$ cat config.mk
export PLATFORM = sky130hd
export DESIGN_NAME = ptbg_ram
export DESIGN_NICKNAME = d
export VERILOG_FILES = /design/src/rtl/ptbg_ram.sv
export SDC_FILE = /design/constraint.sdc
export NUM_CORES = 2
export LEC_CHECK = 0
export BUFFER_PORTS_ARGS = -buffer_cell sky130_fd_sc_hd__buf_2
export CORE_MARGIN = 1
export CORE_UTILIZATION = 62
export DETAILED_ROUTE_END_ITERATION = 10
export PLACE_DENSITY = 0.81
export RECOVER_POWER = 50
export SYNTH_ARGS = -nofsm -noshare
export SYNTH_HDL_FRONTEND = slang
export SYNTH_SLANG_ARGS = --single-unit
$ cat constraint.sdc
create_clock -name clk -period 6.4 [get_ports clk]
set_input_delay 0.64 -clock clk [delete_from_list [all_inputs] [get_ports clk]]
set_output_delay 0.64 -clock clk [all_outputs]
set_load 0.02 [all_outputs]
$ cat src/rtl/ptbg_ram.sv
`timescale 1ns / 1ps
// Generic single-write, single-read RAM with a registered read port.
// No dependencies.
module ptbg_ram #(
  parameter int WIDTH = 8,
  parameter int DEPTH = 256
) (
  input  logic                     clk,
  input  logic                     we,
  input  logic [$clog2(DEPTH)-1:0] waddr,
  input  logic [WIDTH-1:0]         wdata,
  input  logic                     re,
  input  logic [$clog2(DEPTH)-1:0] raddr,
  output logic [WIDTH-1:0]         rdata
);

  logic [WIDTH-1:0] mem [DEPTH];

  always_ff @(posedge clk) begin
    if (we) begin
      mem[waddr] <= wdata;
    end
    if (re) begin
      rdata <= mem[raddr];
    end
  end

endmodule

==> results.yml <==
setup_path:
  reg2reg_to: "rdata[3]"
  end_kind: "flop"
  crit_start: "wdata[3]"
  r2r_cells: 6
  critical-path-top-delay-family: "buffers and inverters"
  r2r_setup_slack_ns: 3.07
  worst-setup-path-type: "input pin to flop"
  cpPeakStageDelay_ns: 3.53
  arrival_ns: 5.64
  slowest_stage: "clkbuf_1"
  regToRegStartpoint: "mem[24][3]"
  critical_path.max_fanout: 105
  critPathBufInv: 2
  required_ns: 6.86
  cp-start-kind: "input pin"
  path_cells: "clkbuf_1 -> clkbuf_2"
timing:
  hold_violations: 0
  final.setup_skew_ns: 0.0391
  timing.slew.headroom_pct: -253
  tightestPinTransition_ns: 5.29
  post-route-period-util_pct: 81.0
  rsz0062_at_grt: "no"
  finalSetupTns_ns: 0
  fmax_mhz: 193
  slew_viol_final: 1326
  period_needed_ns: 5.18
  setup_viol: 0
min_path:
  hp-start: "wdata[0]"
  worstHoldPathCells: 1
  min_to: "mem[247][0]"
  hold_class: "input pin to flop"
power:
  power.net_switching_mw: 5.93
  share_seq_of_total_power_pct: 54.8
  ir_drop_mv: 0.302
  p_sw_share_pct: 21.8
  power.static_leakage_nw: 26.7
  internal-power_mw: 21.3
  combPwrFrac_pct: 4.8
  power_density_nw_per_um2: 312
  power.share.clock_pct: 40.4
clock_tree:
  postCtsSetupRepairBufs: 0
  numCtsBuffers: 189
  cts-root-buf: "clkbuf_16"
  tritoncts: "done"
  ctsResizeCount: 0
  h-tree-depth: 4
  clockBufferDepth: 3
  holdBufCountCts: 0
  clk_pin_slew_worst_paths_ns: 0.06
  clk_latency_ns: 0.83
  cts_sinks: 2056
logic_synthesis:
  yosys_warnings: 0
  synth_edf_count: 2056
  netlist_area_um2: 79600
  async_flop_share_pct: 0
  avgSynthCellArea_um2: 21.3
  synth_area_leaders: "edfxtp_1 (78%), mux4_2 (13%), mux2i_1 (1.7%), nor2_1 (1.3%), a22oi_1 (1.3%)"
  synth_cell_types: 54
  synthCells: 3733
  yosysSeqAreaShare_pct: 77.5
  postSynthRegisterBits: 2056
  synth_ff_type: "edfxtp_1"
  syn_nets: 3760
  synth_top_area_share_pct: 77.5
  synth.largest_area_cell: "edfxtp_1"
global_routing:
  grt_pass1_vias: 41500
  grt_start_max_net_pins: 230
  globalRouteOverflowTotal: 0
  track_usage_pct: 31.8
  grt_pass1_wl_um: 292000
  antenna_found_initial: 11
final_layout:
  multi_input_area_um2: 16500
  drive_gt1_share_pct: 20.9
  area_growth_pct: 9.38
  layout.nets: 3831
  n_fill_cell: 7241
  regArea_um2: 61700
  fin_util_pct: 68.3
die:
  die-height_um: 360
  die_area_um2: 130000
  start_util_pct: 62.5
  fp.dieW_um: 360
  io_pins: 35
  fp-row-count: 131
  core-area_um2: 128000
route:
  wl_per_cell_um: 36.4
  remaining_drc_errors: 0
  ant_nets: 0
  first_pass_iters: 6
  vias_per_cell: 7.28
  vias: 41000
  wl_um: 204000
  drt_iter0_drc: 7221
place:
  dp_hpwl_um: 112000
  place.gp.congestion: 0.850
  portBuffers: 34
outcome:
  violations: "max-capacitance violations, max-slew violations"
  status: "complete, but fails checks"
run:
  drv_cap: 15
==> kinds of logic after synthesis <==
group	share of synthesized area, %
buffers and inverters	1.83
muxes	14.6
and+or+nand+nor	2.63
DFF	77.5
AOI/OAI and AO/OA	3.42
==> through the flow <==
step	hold WS, ns	cells	power (mW)	setup slack (ns)	instance area [um2]
6_report	0.492	5623	27.2	1.22	87100
5_1_grt	0.469	5616	27.7	1.14	87100
4_1_cts	0.202	5616	27.1	2.27	87200
3_5_place_dp	1.07	5275	16.4	1.39	81300
3_3_place_gp	1.05	5275	16.4	1.48	81300
2_1_floorplan	0.739	3733	15.9	3.68	79600
==> state kept, by name, indices dropped and copies added (netlist names) <==
signal and count:
mem 2048, rdata 8
==> per-layer routing <==
layer  track usage, %  share of wire, %  vias up
li1                 -                 -    15800
met1             42.3                33    20900
met2             49.8                48     3547
met3             8.50                14      666
met4             14.7               5.2       12
met5                0             0.040        -
==> how the worst max path moves through the flow <==
| stage | endpoint | slack [ns] | cells past startpoint |
|---|---|---|---|
| after floorplan | rdata[2] | 3.68 | 9 |
| after global placement | rdata[0] | 1.48 | 7 |
| after detailed placement | rdata[2] | 1.39 | 7 |
| after CTS | rdata[2] | 2.27 | 7 |
| after global routing | mem[160][5] | 1.14 | 2 |
| final | mem[9][3] | 1.22 | 2 |
==> area by class of cell <==
type,count,share of cell area (%)
Sequential cell,2056,70.9
Multi-Input combinational cell,1442,18.9
Clock buffer,240,5.75
Tap cell,1662,2.39
Timing Repair Buffer,113,1.04
Clock inverter,101,0.970
Antenna cell,7,0.0201
Inverter,2,0.00862
==> cells in the final DEF, fill, tap and decap left out, types with 20 or more instances in the layout <==
cell	netlist	final
edfxtp_1	2056	2056
mux4_2	454	454
nor2_1	282	279
clkbuf_16	0	193
mux2i_1	134	134
a22oi_1	133	133
a21oi_1	96	96
buf_4	27	59
clkbuf_1	111	58
clkinv_1	1	48
o221ai_1	46	46
nand3_1	34	34
nand2_1	33	33
o22ai_1	28	28
nor2b_1	31	28
clkinv_2	0	26
nor3_1	22	22
nor4_1	24	21
buf_2	31	20
==> synthesized netlist by cell type (2+ instances only) <==
cell type     n
buf_4        27
a21oi_1      96
or2_2         4
and2_1        6
and3b_1       2
nor4_1       24
nor2b_1      31
a2111oi_0     2
nor3_1       22
nand2b_1      8
o21ai_0      10
o32ai_1       4
nor2_1      282
nor4_2        3
mux4_2      454
buf_6        21
o211ai_1     10
buf_2        31
edfxtp_1   2056
buf_8        13
a311oi_1      2
mux2i_1     134
o21ai_1       2
nand4_1      10
nand2_1      33
clkbuf_1    111
a221oi_1     13
a211oi_1     16
a22oi_1     133
a31oi_1       2
nand3b_1      2
o22a_1        5
a2111oi_1     2
buf_1        22
o22ai_1      28
mux4_1        2
nand3_1      34
a22o_1        8
o221ai_1     46
buf_12        8
==> power by group through the flow <==
stage | clock (mW) | combinational, mW | sequential (mW)
after floorplan | 0 | 0.721 | 15.2
after global placement | 0 | 1.23 | 15.2
after detailed placement | 0 | 1.26 | 15.2
after CTS | 11.0 | 1.29 | 14.9
after global routing | 11.4 | 1.35 | 14.9
final | 11.0 | 1.32 | 14.9
(Power assumes the default switching activity.)
