<file path="src/rtl/ptbg_pkg.sv">
`timescale 1ns / 1ps
// Shared types and constants for the palette tint blend block.
// No dependencies; ptbg_tint_stage, the top level and the testbench import this package.
package ptbg_pkg;

  localparam int COLOR_W = 8;
  localparam int TABLE_DEPTH = 2 ** COLOR_W;
  localparam int TINT_REGS = 4;
  localparam int TINT_IDX_W = $clog2(TINT_REGS);
  localparam int TINT_STAGES_DEF = 4;
  localparam int CFG_INDEX_W = 8;
  localparam int CFG_DATA_W = 32;

  localparam logic OP_WRITE = 1'b0;
  localparam logic OP_BLEND = 1'b1;

  typedef struct packed {
    logic [COLOR_W-1:0] pct;
    logic [COLOR_W-1:0] red;
    logic [COLOR_W-1:0] green;
    logic [COLOR_W-1:0] blue;
  } tint_t;

  // For a table write, red carries the entry index and green the value.
  typedef struct packed {
    logic               blend;
    logic [COLOR_W-1:0] red;
    logic [COLOR_W-1:0] green;
    logic [COLOR_W-1:0] blue;
  } pix_t;

endpackage

</file>
<file path="src/rtl/ptbg_tint_stage.sv">
`timescale 1ns / 1ps
// One registered tint stage: each channel moves toward the target color.
// Depends on ptbg_pkg for the pixel and tint types.
module ptbg_tint_stage (
  input  logic           clk,
  input  logic           rst,
  input  logic           load,
  input  logic           in_valid,
  input  ptbg_pkg::pix_t in_pix,
  input  ptbg_pkg::tint_t tint,
  output logic           out_valid,
  output ptbg_pkg::pix_t out_pix
);
  import ptbg_pkg::*;

  function automatic logic [COLOR_W-1:0] tint_ch(input logic [COLOR_W-1:0] c,
                                                 input logic [COLOR_W-1:0] d,
                                                 input logic [COLOR_W-1:0] p);
    logic signed [COLOR_W:0]     diff;
    logic signed [2*COLOR_W+1:0] prod;
    logic signed [COLOR_W+1:0]   delta;
    logic [COLOR_W+1:0]          sum;
    diff  = $signed({1'b0, d}) - $signed({1'b0, c});
    prod  = $signed({1'b0, p}) * diff;
    delta = prod[2*COLOR_W+1:COLOR_W];
    sum   = {2'b00, c} + unsigned'(delta);
    return sum[COLOR_W-1:0];
  endfunction

  pix_t pix_next;

  always_comb begin
    pix_next = in_pix;
    if (in_pix.blend) begin
      pix_next.red   = tint_ch(in_pix.red, tint.red, tint.pct);
      pix_next.green = tint_ch(in_pix.green, tint.green, tint.pct);
      pix_next.blue  = tint_ch(in_pix.blue, tint.blue, tint.pct);
    end
  end

  always_ff @(posedge clk) begin
    if (rst) begin
      out_valid <= 1'b0;
    end else if (load) begin
      out_valid <= in_valid;
    end
    if (load) begin
      out_pix <= pix_next;
    end
  end

endmodule

</file>
<file path="config.mk">
export PLATFORM = sky130hd
export DESIGN_NAME = ptbg_tint_stage
export DESIGN_NICKNAME = d
export VERILOG_FILES = /design/src/rtl/ptbg_pkg.sv /design/src/rtl/ptbg_tint_stage.sv
export SDC_FILE = /design/constraint.sdc
export NUM_CORES = 1
export LEC_CHECK = 0
export ABC_AREA = 0
export BUFFER_PORTS_ARGS = -buffer_cell sky130_fd_sc_hd__buf_2
export CAP_MARGIN = 20
export CELL_PAD_IN_SITES_DETAIL_PLACEMENT = 0
export CELL_PAD_IN_SITES_GLOBAL_PLACEMENT = 1
export CORE_ASPECT_RATIO = 2
export CORE_MARGIN = 2
export CORE_UTILIZATION = 41
export DETAILED_ROUTE_END_ITERATION = 8
export PLACE_DENSITY_LB_ADDON = 0.1
export SLEW_MARGIN = 20
export SYNTH_ARGS = -nofsm -noshare
export SYNTH_HDL_FRONTEND = slang
export SYNTH_SLANG_ARGS = --single-unit
</file>
<file path="constraint.sdc">
create_clock -name clk -period 12.21 [get_ports clk]
set_input_delay 2.442 -clock clk [delete_from_list [all_inputs] [get_ports clk]]
set_output_delay 2.442 -clock clk [all_outputs]
set_load 0.005 [all_outputs]
</file>
==> qor.yml, run 1 <==
global_route:
  gr-total-overflow: 0
  grt_start_max_net_pins: 44
  grt_pass1_wl_um: 40640
  grt_pass1_vias: 8076
  antenna_found_initial: 0
  grtUsageTotal: 0.2080
final_layout:
  multi_input_area_um2: 8147
  finalNetCount: 1513
  drive_above_1_share: 0.1093
  fill_cells: 2361
  instances_no_fill: 1436
  area_growth_pct: 8.977
  antenna_cells: 0
  final-seq-area_um2: 770.7
setup_path:
  required_ps: 12330
  cp_common_cell: "fa_1"
  endpoint_kind: "flip-flop"
  arrival_ps: 10690
  crit_path_max_incr_delay_ps: 550
  crit_fanout: 8
  cp-start-kind: "input port"
  crit_path_top_delay_cell: "fa_1"
  critical_path_class: "in2reg"
floorplan:
  num_rows: 79
  initial_core_util: 0.4164
  core_area_um2: 23230
  io_pins: 87
  dieArea_um2: 24910
  die_w_um: 112.6
  dieHeight_um: 221.2
synthesis:
  ys.flop_type: "edfxtp_1"
  yosys.area.top_type: "fa_1"
  yosysWarnings: 0
  async_flop_share: 0
  synthCells: 1079
  yosysSeqAreaShare: 0.07968
  synth_nets: 1438
  ys_ff_latch: 26
  synth_area_um2: 9673
  synth_area_leaders: "fa_1, ha_1, edfxtp_1, inv_1, and2_1"
  ys_types: 47
  synth_edf_count: 25
  synth_top_area_frac: 0.2732
  synth_area_per_cell_um2: 8.965
routing:
  routed_via_density: 5.144
  firstDrtPassIters: 4
  drc: 0
  wirelength_um: 25060
  first_iter_violations: 179
  wl_per_cell_um: 17.45
  antenna_left: 0
  vias: 7387
placement:
  dp_hpwl_um: 20780
  pre_cts_slack_ps: 1276
  io_buffers: 86
  dp.cells: 1432
  place.gp.congestion: 0.7874
clock_network:
  clock_latency_ps: 280
  cts_htree_levels: 1
  cts.clk_slew.worst_paths_ps: 90
  cts_hold_buf: 0
  post_cts_buffers: 0
  root_buffer: "clkbuf_16"
  cts_sinks: 26
  cts_buffers: 3
  clockBufferDepth: 2
  tritoncts: "yes"
  cts.repair.resized: 0
timing:
  max_freq_mhz: 94.60
  slew_violations: 0
  skew_ps: 0
  setup_ws_ps: 1639
  tightest_slew_ps: 907.7
  slew_headroom: 0.3905
  finalSetupViolations: 0
  fin_setup_tns_ps: 0
  fin_hold_ws_ps: 507.2
  hold_viol: 0
  period_share: 0.8658
  post-route-min-period_ps: 10570
  rsz0062_at_grt: "false"
worst_hold_path:
  hold_path.class: "reg2reg"
outcome:
  status: "complete, no violations"
job:
  drv_cap: 0
cells in the final DEF (no fill, tap or decap), types with 6 or more instances in the layout:
| cell type | Yosys | layout |
|---|---|---|
| a21oi_1 | 26 | 26 |
| xnor2_1 | 46 | 46 |
| or2_2 | 7 | 7 |
| fa_1 | 132 | 132 |
| nor2b_1 | 14 | 14 |
| buf_2 | 1 | 86 |
| nand3_1 | 6 | 6 |
| inv_1 | 170 | 170 |
| nand2_1 | 87 | 87 |
| or3_1 | 8 | 8 |
| mux2_2 | 10 | 10 |
| nor2_1 | 50 | 50 |
| xor2_1 | 15 | 15 |
| edfxtp_1 | 25 | 25 |
| nor3_1 | 6 | 6 |
| o21a_1 | 7 | 7 |
| mux2i_1 | 22 | 22 |
| ha_1 | 166 | 166 |
| buf_4 | 0 | 15 |
| and2_1 | 90 | 90 |
| a21o_1 | 18 | 18 |
| nand2b_1 | 68 | 68 |
| o21ai_0 | 35 | 35 |
routing by layer:
metal / vias to the layer above / part of all wire / global-route usage
li1: 3590 / - / -
met1: 3645 / 0.30 / 0.1794
met2: 106 / 0.64 / 0.4642
met3: 46 / 0.017 / 0.01369
met4: 0 / 0.039 / 0.07042
met5: - / 0 / 0
final cells by class:
cell class / instances / area share
multi-input combinational: 852 / 0.7728
tap: 283 / 0.03359
inverter: 170 / 0.06053
clock buffer: 4 / 0.008427
timing repair buffer: 101 / 0.05151
sequential: 26 / 0.07312
flip-flops by register name (all words and copies together) (netlist names):
signal and count:
out_pix 25, out_valid 1
synthesized netlist by cell type (2+ instances only):
master     count
inv_1        170
ha_1         166
fa_1         132
and2_1        90
nand2_1       87
nand2b_1      68
nor2_1        50
xnor2_1       46
o21ai_0       35
clkbuf_1      29
a21oi_1       26
edfxtp_1      25
mux2i_1       22
a21o_1        18
xor2_1        15
nor2b_1       14
mux2_2        10
or3_1          8
o21a_1         7
or2_2          7
nand3_1        6
nor3_1         6
a21boi_0       5
nor4_1         4
a21oi_2        3
o2111ai_1      3
and3_1         2
nand4_1        2
nand4b_1       2
o211ai_1       2
o21bai_1       2
o31ai_1        2
final timing paths:
check,from,to,slack (ps),cells after the start
min reg2reg,out_valid$_SDFFE_PP0P_,out_valid$_SDFFE_PP0P_,510,2
max,in_pix[1],out_pix[7]$_DFFE_PP_,1640,36
min,out_valid$_SDFFE_PP0P_,out_valid$_SDFFE_PP0P_,510,2
max reg2reg,out_valid$_SDFFE_PP0P_,out_valid$_SDFFE_PP0P_,11620,2
kinds of logic after synthesis:
| kind of cell | share of synthesized area |
|---|---|
| flip-flops | 0.07968 |
| XOR/XNOR | 0.05756 |
| adder cells (fa/ha/maj) | 0.4879 |
| AO/OA/AOI/OAI | 0.07231 |
| AND/OR/NAND/NOR | 0.1900 |
| multiplexers | 0.03441 |
| buffers and inverters | 0.07813 |
critical path, delay by kind of cell:
family                   cells  cell delay (ps)
adder cells (fa/ha/maj)      8             3490
multiplexers                 2              730
XOR/XNOR                     2              410
AO/OA/AOI/OAI               10             1880
AND/OR/NAND/NOR              8             1200
buffers and inverters        6              540
through the flow:
stage	cell area (um2)	utilization
after floorplan	9673	-
after global placement	10450	0.4500
after detailed placement	10450	0.4500
after CTS	10540	0.4538
after global routing	10540	0.4538
final	10540	0.4538
Power of run 1 is left out: the tool's default activity adds up to more than one toggle a clock period on the data nets, which glitch-free logic cannot reach.
==> inputs of run 2 (changes only) <==
--- a/config.mk
+++ b/config.mk
@@ -15,6 +15,7 @@
 export CORE_UTILIZATION = 41
 export DETAILED_ROUTE_END_ITERATION = 8
 export PLACE_DENSITY_LB_ADDON = 0.1
+export REMOVE_ABC_BUFFERS = 1
 export SLEW_MARGIN = 20
 export SYNTH_ARGS = -nofsm -noshare
 export SYNTH_HDL_FRONTEND = slang
==> qor.yml, run 2 (same netlist as run 1, synthesis figures left out) <==
timing:
  rsz0062_at_grt: "false"  # unchanged
  finalSetupViolations: 0  # unchanged
  setup_ws_ps: 1415  # was 1639 ps
  fin_setup_tns_ps: 0  # unchanged
  skew_ps: 0  # unchanged
  post-route-min-period_ps: 10790  # was 10,570 ps
  hold_viol: 0  # unchanged
  tightest_slew_ps: 861.9  # was 907.7 ps
  slew_violations: 0  # unchanged
  period_share: 0.8841  # was 0.8658
  slew_headroom: 0.4213  # was 0.3905
  max_freq_mhz: 92.64  # was 94.60 MHz
final_layout:
  antenna_cells: 0  # unchanged
  top_regs: "out_pix: 25 flops, out_valid: 1 flops"  # unchanged
  final_common_cell: "inv_1"  # unchanged
  final_core_utilization: 0.4535  # was 0.4538
  largest_reg_flops: 25  # unchanged
  fill_cells: 2388  # was 2,361
  top_register: "out_pix"  # unchanged
  instances_no_fill: 1433  # was 1,436
  finalNetCount: 1510  # was 1,513
  area_growth_pct: 8.912  # was 8.977%
  layout_common_cells: "inv_1, ha_1, fa_1"  # unchanged
  drive_above_1_share: 0.1070  # was 0.1093
  final-seq-area_um2: 770.7  # unchanged
  multi_input_area_um2: 8147  # unchanged
setup_path:
  crit_path_top_delay_cell: "fa_1"  # unchanged
  endpoint_kind: "flip-flop"  # unchanged
  regToRegSetupSlack_ps: 11630  # was 11,620 ps
  critical_path_class: "in2reg"  # unchanged
  r2r_cells: 2  # unchanged
  cp_common_cell: "fa_1"  # unchanged
  path_buf_inv: 5  # was 6
  cp-start-kind: "input port"  # unchanged
  required_ps: 12340  # was 12,330 ps
  worstSetupPathDepth: 35  # was 36
  arrival_ps: 10920  # was 10,690 ps
  cp_top_family: "adder cells"  # unchanged
  cp-startpoint: "in_pix[1]"  # unchanged
  crit_path_max_incr_delay_ps: 550  # about the same
  crit_fanout: 8  # unchanged
  rr_endpoint: "out_valid$_SDFFE_PP0P_"  # unchanged
  reg2reg_from: "out_valid$_SDFFE_PP0P_"  # unchanged
worst_hold_path:
  hold_end: "out_valid$_SDFFE_PP0P_"  # unchanged
  hold_path.class: "reg2reg"  # unchanged
  worstHoldPathCells: 2  # unchanged
  min_from: "out_valid$_SDFFE_PP0P_"  # unchanged
routing:
  wirelength_um: 23420  # was 25,060 um
  drc: 0  # unchanged
  firstDrtPassIters: 4  # unchanged
  antenna_left: 0  # unchanged
  first_iter_violations: 220  # was 179
  vias: 7358  # was 7,387
  routed_via_density: 5.135  # was 5.144
  wl_per_cell_um: 16.34  # was 17.45 um
floorplan:
  dieArea_um2: 24910  # unchanged
  initial_core_util: 0.4164  # unchanged
  io_pins: 87  # unchanged
  die_w_um: 112.6  # unchanged
  core_area_um2: 23230  # unchanged
  dieHeight_um: 221.2  # unchanged
  num_rows: 79  # unchanged
clock_network:
  clock_latency_ps: 290  # was 280 ps
  cts_htree_levels: 1  # unchanged
  cts_buffers: 3  # unchanged
  cts_hold_buf: 0  # unchanged
  cts_sinks: 26  # unchanged
  cts.clk_slew.worst_paths_ps: 100  # was 90 ps
  root_buffer: "clkbuf_16"  # unchanged
  tritoncts: "yes"  # unchanged
  cts.repair.resized: 0  # unchanged
  clockBufferDepth: 2  # unchanged
  post_cts_buffers: 0  # unchanged
job:
  drv_cap: 0  # unchanged
global_route:
  grt_pass1_vias: 8020  # was 8,076
  grt_pass1_wl_um: 39010  # was 40,640 um
  grt_start_max_net_pins: 44  # unchanged
  antenna_found_initial: 0  # unchanged
  grtUsageTotal: 0.1950  # was 0.2080
  gr-total-overflow: 0  # unchanged
placement:
  dp.cells: 1429  # was 1,432
  place.gp.congestion: 0.7925  # was 0.7874
  io_buffers: 86  # unchanged
  pre_cts_slack_ps: 1072  # was 1276 ps
  dp_hpwl_um: 18980  # was 20,780 um
outcome:
  status: "complete, no violations"  # unchanged
-- run 2: worst min-delay path: cells and delay by family, from the launching register on --
kind | cells | cell delay, ps
simple gates | 1 | 70
mux | 1 | 60
flops | 1 | 330
-- run 2: through the flow --
stage	hold slack, ps	area [um2]
final	497.7	10540
after global routing	525.3	10540
after CTS	506.8	10540
after detailed placement	485.2	10430
after global placement	471.5	10430
after floorplan	485.0	9555
-- run 2: how the worst max path moves through the flow --
stage	end
after floorplan	out_pix[7]$_DFFE_PP_
after global placement	out_pix[7]$_DFFE_PP_
after detailed placement	out_pix[7]$_DFFE_PP_
after CTS	out_pix[7]$_DFFE_PP_
after global routing	out_pix[7]$_DFFE_PP_
final	out_pix[7]$_DFFE_PP_
-- run 2: layout make-up --
type                            count  area share
Inverter                          170     0.06057
Clock buffer                        3    0.007126
Tap cell                          283     0.03361
Sequential cell                    26     0.07316
Multi-Input combinational cell    852      0.7733
Timing Repair Buffer               98     0.04941
Clock inverter                      1    0.002850
-- run 2: layer usage --
metal  vias to the layer above  GRT usage  wire length (um)
met3                        24   0.009039               370
met5                         -          0                 0
met2                        88     0.4033             13880
li1                       3588          -                 -
met1                      3658     0.2101              8791
met4                         0    0.04131               384
Power of run 2 is left out for the same reason.
==> inputs of run 3 (changes only) <==
--- a/config.mk
+++ b/config.mk
@@ -15,6 +15,7 @@
 export CORE_UTILIZATION = 41
 export DETAILED_ROUTE_END_ITERATION = 8
 export PLACE_DENSITY_LB_ADDON = 0.1
+export RECOVER_POWER = 25
 export REMOVE_ABC_BUFFERS = 1
 export SLEW_MARGIN = 20
 export SYNTH_ARGS = -nofsm -noshare
==> qor.yml, run 3 (same netlist as run 1, synthesis figures left out) <==
outcome:
  status: "finished with violations"  # was complete, no violations
  violations: "max-capacitance violations, max-slew violations"
setup_path:
  rr_endpoint: "out_valid$_SDFFE_PP0P_"  # unchanged
  reg2reg_from: "out_valid$_SDFFE_PP0P_"  # unchanged
  crit_fanout: 8  # unchanged
  r2r_cells: 2  # unchanged
  endpoint_kind: "flip-flop"  # unchanged
  critical_path_class: "in2reg"  # unchanged
  worstSetupPathDepth: 35  # unchanged
  cp_common_cell: "fa_1"  # unchanged
  regToRegSetupSlack_ps: 11620  # was 11,630 ps
  cp-start-kind: "input port"  # unchanged
  arrival_ps: 10920  # about the same
  cp_top_family: "adder cells"  # unchanged
  required_ps: 12340  # about the same
  crit_path_max_incr_delay_ps: 550  # about the same
  path_buf_inv: 5  # unchanged
  crit_path_top_delay_cell: "fa_1"  # unchanged
final_layout:
  largest_reg_flops: 25  # unchanged
  finalNetCount: 1510  # unchanged
  antenna_cells: 0  # unchanged
  layout_common_cells: "inv_1, ha_1, fa_1"  # unchanged
  top_register: "out_pix"  # unchanged
  drive_above_1_share: 0.1061  # was 0.1070
  top_regs: "out_pix: 25 flops, out_valid: 1 flops"  # unchanged
  area_growth_pct: 8.900  # was 8.912%
  final_cell_area_um2: 10530  # was 10,540 um2
  final_common_cell: "inv_1"  # unchanged
  instances_no_fill: 1433  # unchanged
floorplan:
  die_w_um: 112.6  # unchanged
  dieHeight_um: 221.2  # unchanged
  dieArea_um2: 24910  # unchanged
  io_pins: 87  # unchanged
  initial_core_util: 0.4164  # unchanged
  num_rows: 79  # unchanged
  core_area_um2: 23230  # unchanged
placement:
  placed_cell_area_um2: 10430  # unchanged
  place.gp.congestion: 0.7925  # unchanged
  io_buffers: 86  # unchanged
  dp_hpwl_um: 18980  # unchanged
  dp.cells: 1429  # unchanged
job:
  drv_cap: 1  # was 0
routing:
  wirelength_um: 23400  # was 23,420 um
  vias: 7354  # was 7,358
  firstDrtPassIters: 5  # was 4
  routed_via_density: 5.132  # was 5.135
  first_iter_violations: 220  # unchanged
  wl_per_cell_um: 16.33  # was 16.34 um
  antenna_left: 0  # unchanged
  drc: 0  # unchanged
timing:
  skew_ps: 0  # unchanged
  hold_viol: 0  # unchanged
  fin_setup_tns_ps: 0  # unchanged
  post-route-min-period_ps: 10790  # about the same
  tightest_slew_ps: 1826  # was 861.9 ps
  max_freq_mhz: 92.68  # was 92.64 MHz
  rsz0062_at_grt: "false"  # unchanged
  finalSetupViolations: 0  # unchanged
  slew_headroom: -0.2173  # was 0.4213
  slew_violations: 27  # was 0
  fin_hold_ws_ps: 497.7  # about the same
  period_share: 0.8837  # was 0.8841
worst_hold_path:
  min_from: "out_valid$_SDFFE_PP0P_"  # unchanged
  hold_end: "out_valid$_SDFFE_PP0P_"  # unchanged
  worstHoldPathCells: 2  # unchanged
  hold_path.class: "reg2reg"  # unchanged
clock_network:
  clock_latency_ps: 290  # about the same
  tritoncts: "yes"  # unchanged
  cts_sinks: 26  # unchanged
  cts.clk_slew.worst_paths_ps: 100  # about the same
  cts.repair.resized: 0  # unchanged
  clockBufferDepth: 2  # unchanged
  cts_buffers: 3  # unchanged
  root_buffer: "clkbuf_16"  # unchanged
  post_cts_buffers: 0  # unchanged
  cts_htree_levels: 1  # unchanged
  cts_hold_buf: 0  # unchanged
global_route:
  grt_use_met3: 0.009039  # unchanged
  grtUsageTotal: 0.1950  # unchanged
  use_met1: 0.2101  # unchanged
  grt_pass1_wl_um: 39010  # unchanged
  grt_start_max_net_pins: 44  # unchanged
  grt.busiest_layer: "met2"  # unchanged
  grt_pass1_vias: 8020  # unchanged
  gr-total-overflow: 0  # unchanged
  antenna_found_initial: 0  # unchanged
  use_met2: 0.4033  # unchanged
[run 3: cell type report]
type	instances	area (um2)
sequential	26	770.7
clock inverter	1	30.03
fill	2389	12690
clock buffer	3	75.07
timing repair buffer	98	519.2
inverter	170	638.1
multi-input combinational	852	8147
tap	283	354.1
[run 3: layer usage]
metal,part of all wire,wire length (um),vias up
li1,-,-,3590
met1,0.38,8789,3648
met2,0.59,13860,92
met3,0.016,372,24
met4,0.016,386,0
met5,0,0,-
[run 3: through the flow]
stage,utilization,worst slack [ps]
after floorplan,-,2021
after global placement,0.4490,1208
after detailed placement,0.4490,1072
after CTS,0.4535,1363
after global routing,0.4535,866.7
final,0.4535,1420
[run 3: how the worst max path moves through the flow]
stage,startpoint,end,slack (ps)
floorplan,in_pix[1],out_pix[7]$_DFFE_PP_,2020
global placement,in_pix[1],out_pix[7]$_DFFE_PP_,1210
detailed placement,in_pix[1],out_pix[7]$_DFFE_PP_,1070
CTS,in_pix[1],out_pix[7]$_DFFE_PP_,1360
global route,in_pix[1],out_pix[7]$_DFFE_PP_,870
finish,in_pix[1],out_pix[7]$_DFFE_PP_,1420
[run 3: worst reg2reg max path: stages (launching register included)]
cell and delay, ps:
dfxtp_1 320, mux2i_1 110, nor2_1 60
Power of run 3 is left out for the same reason.
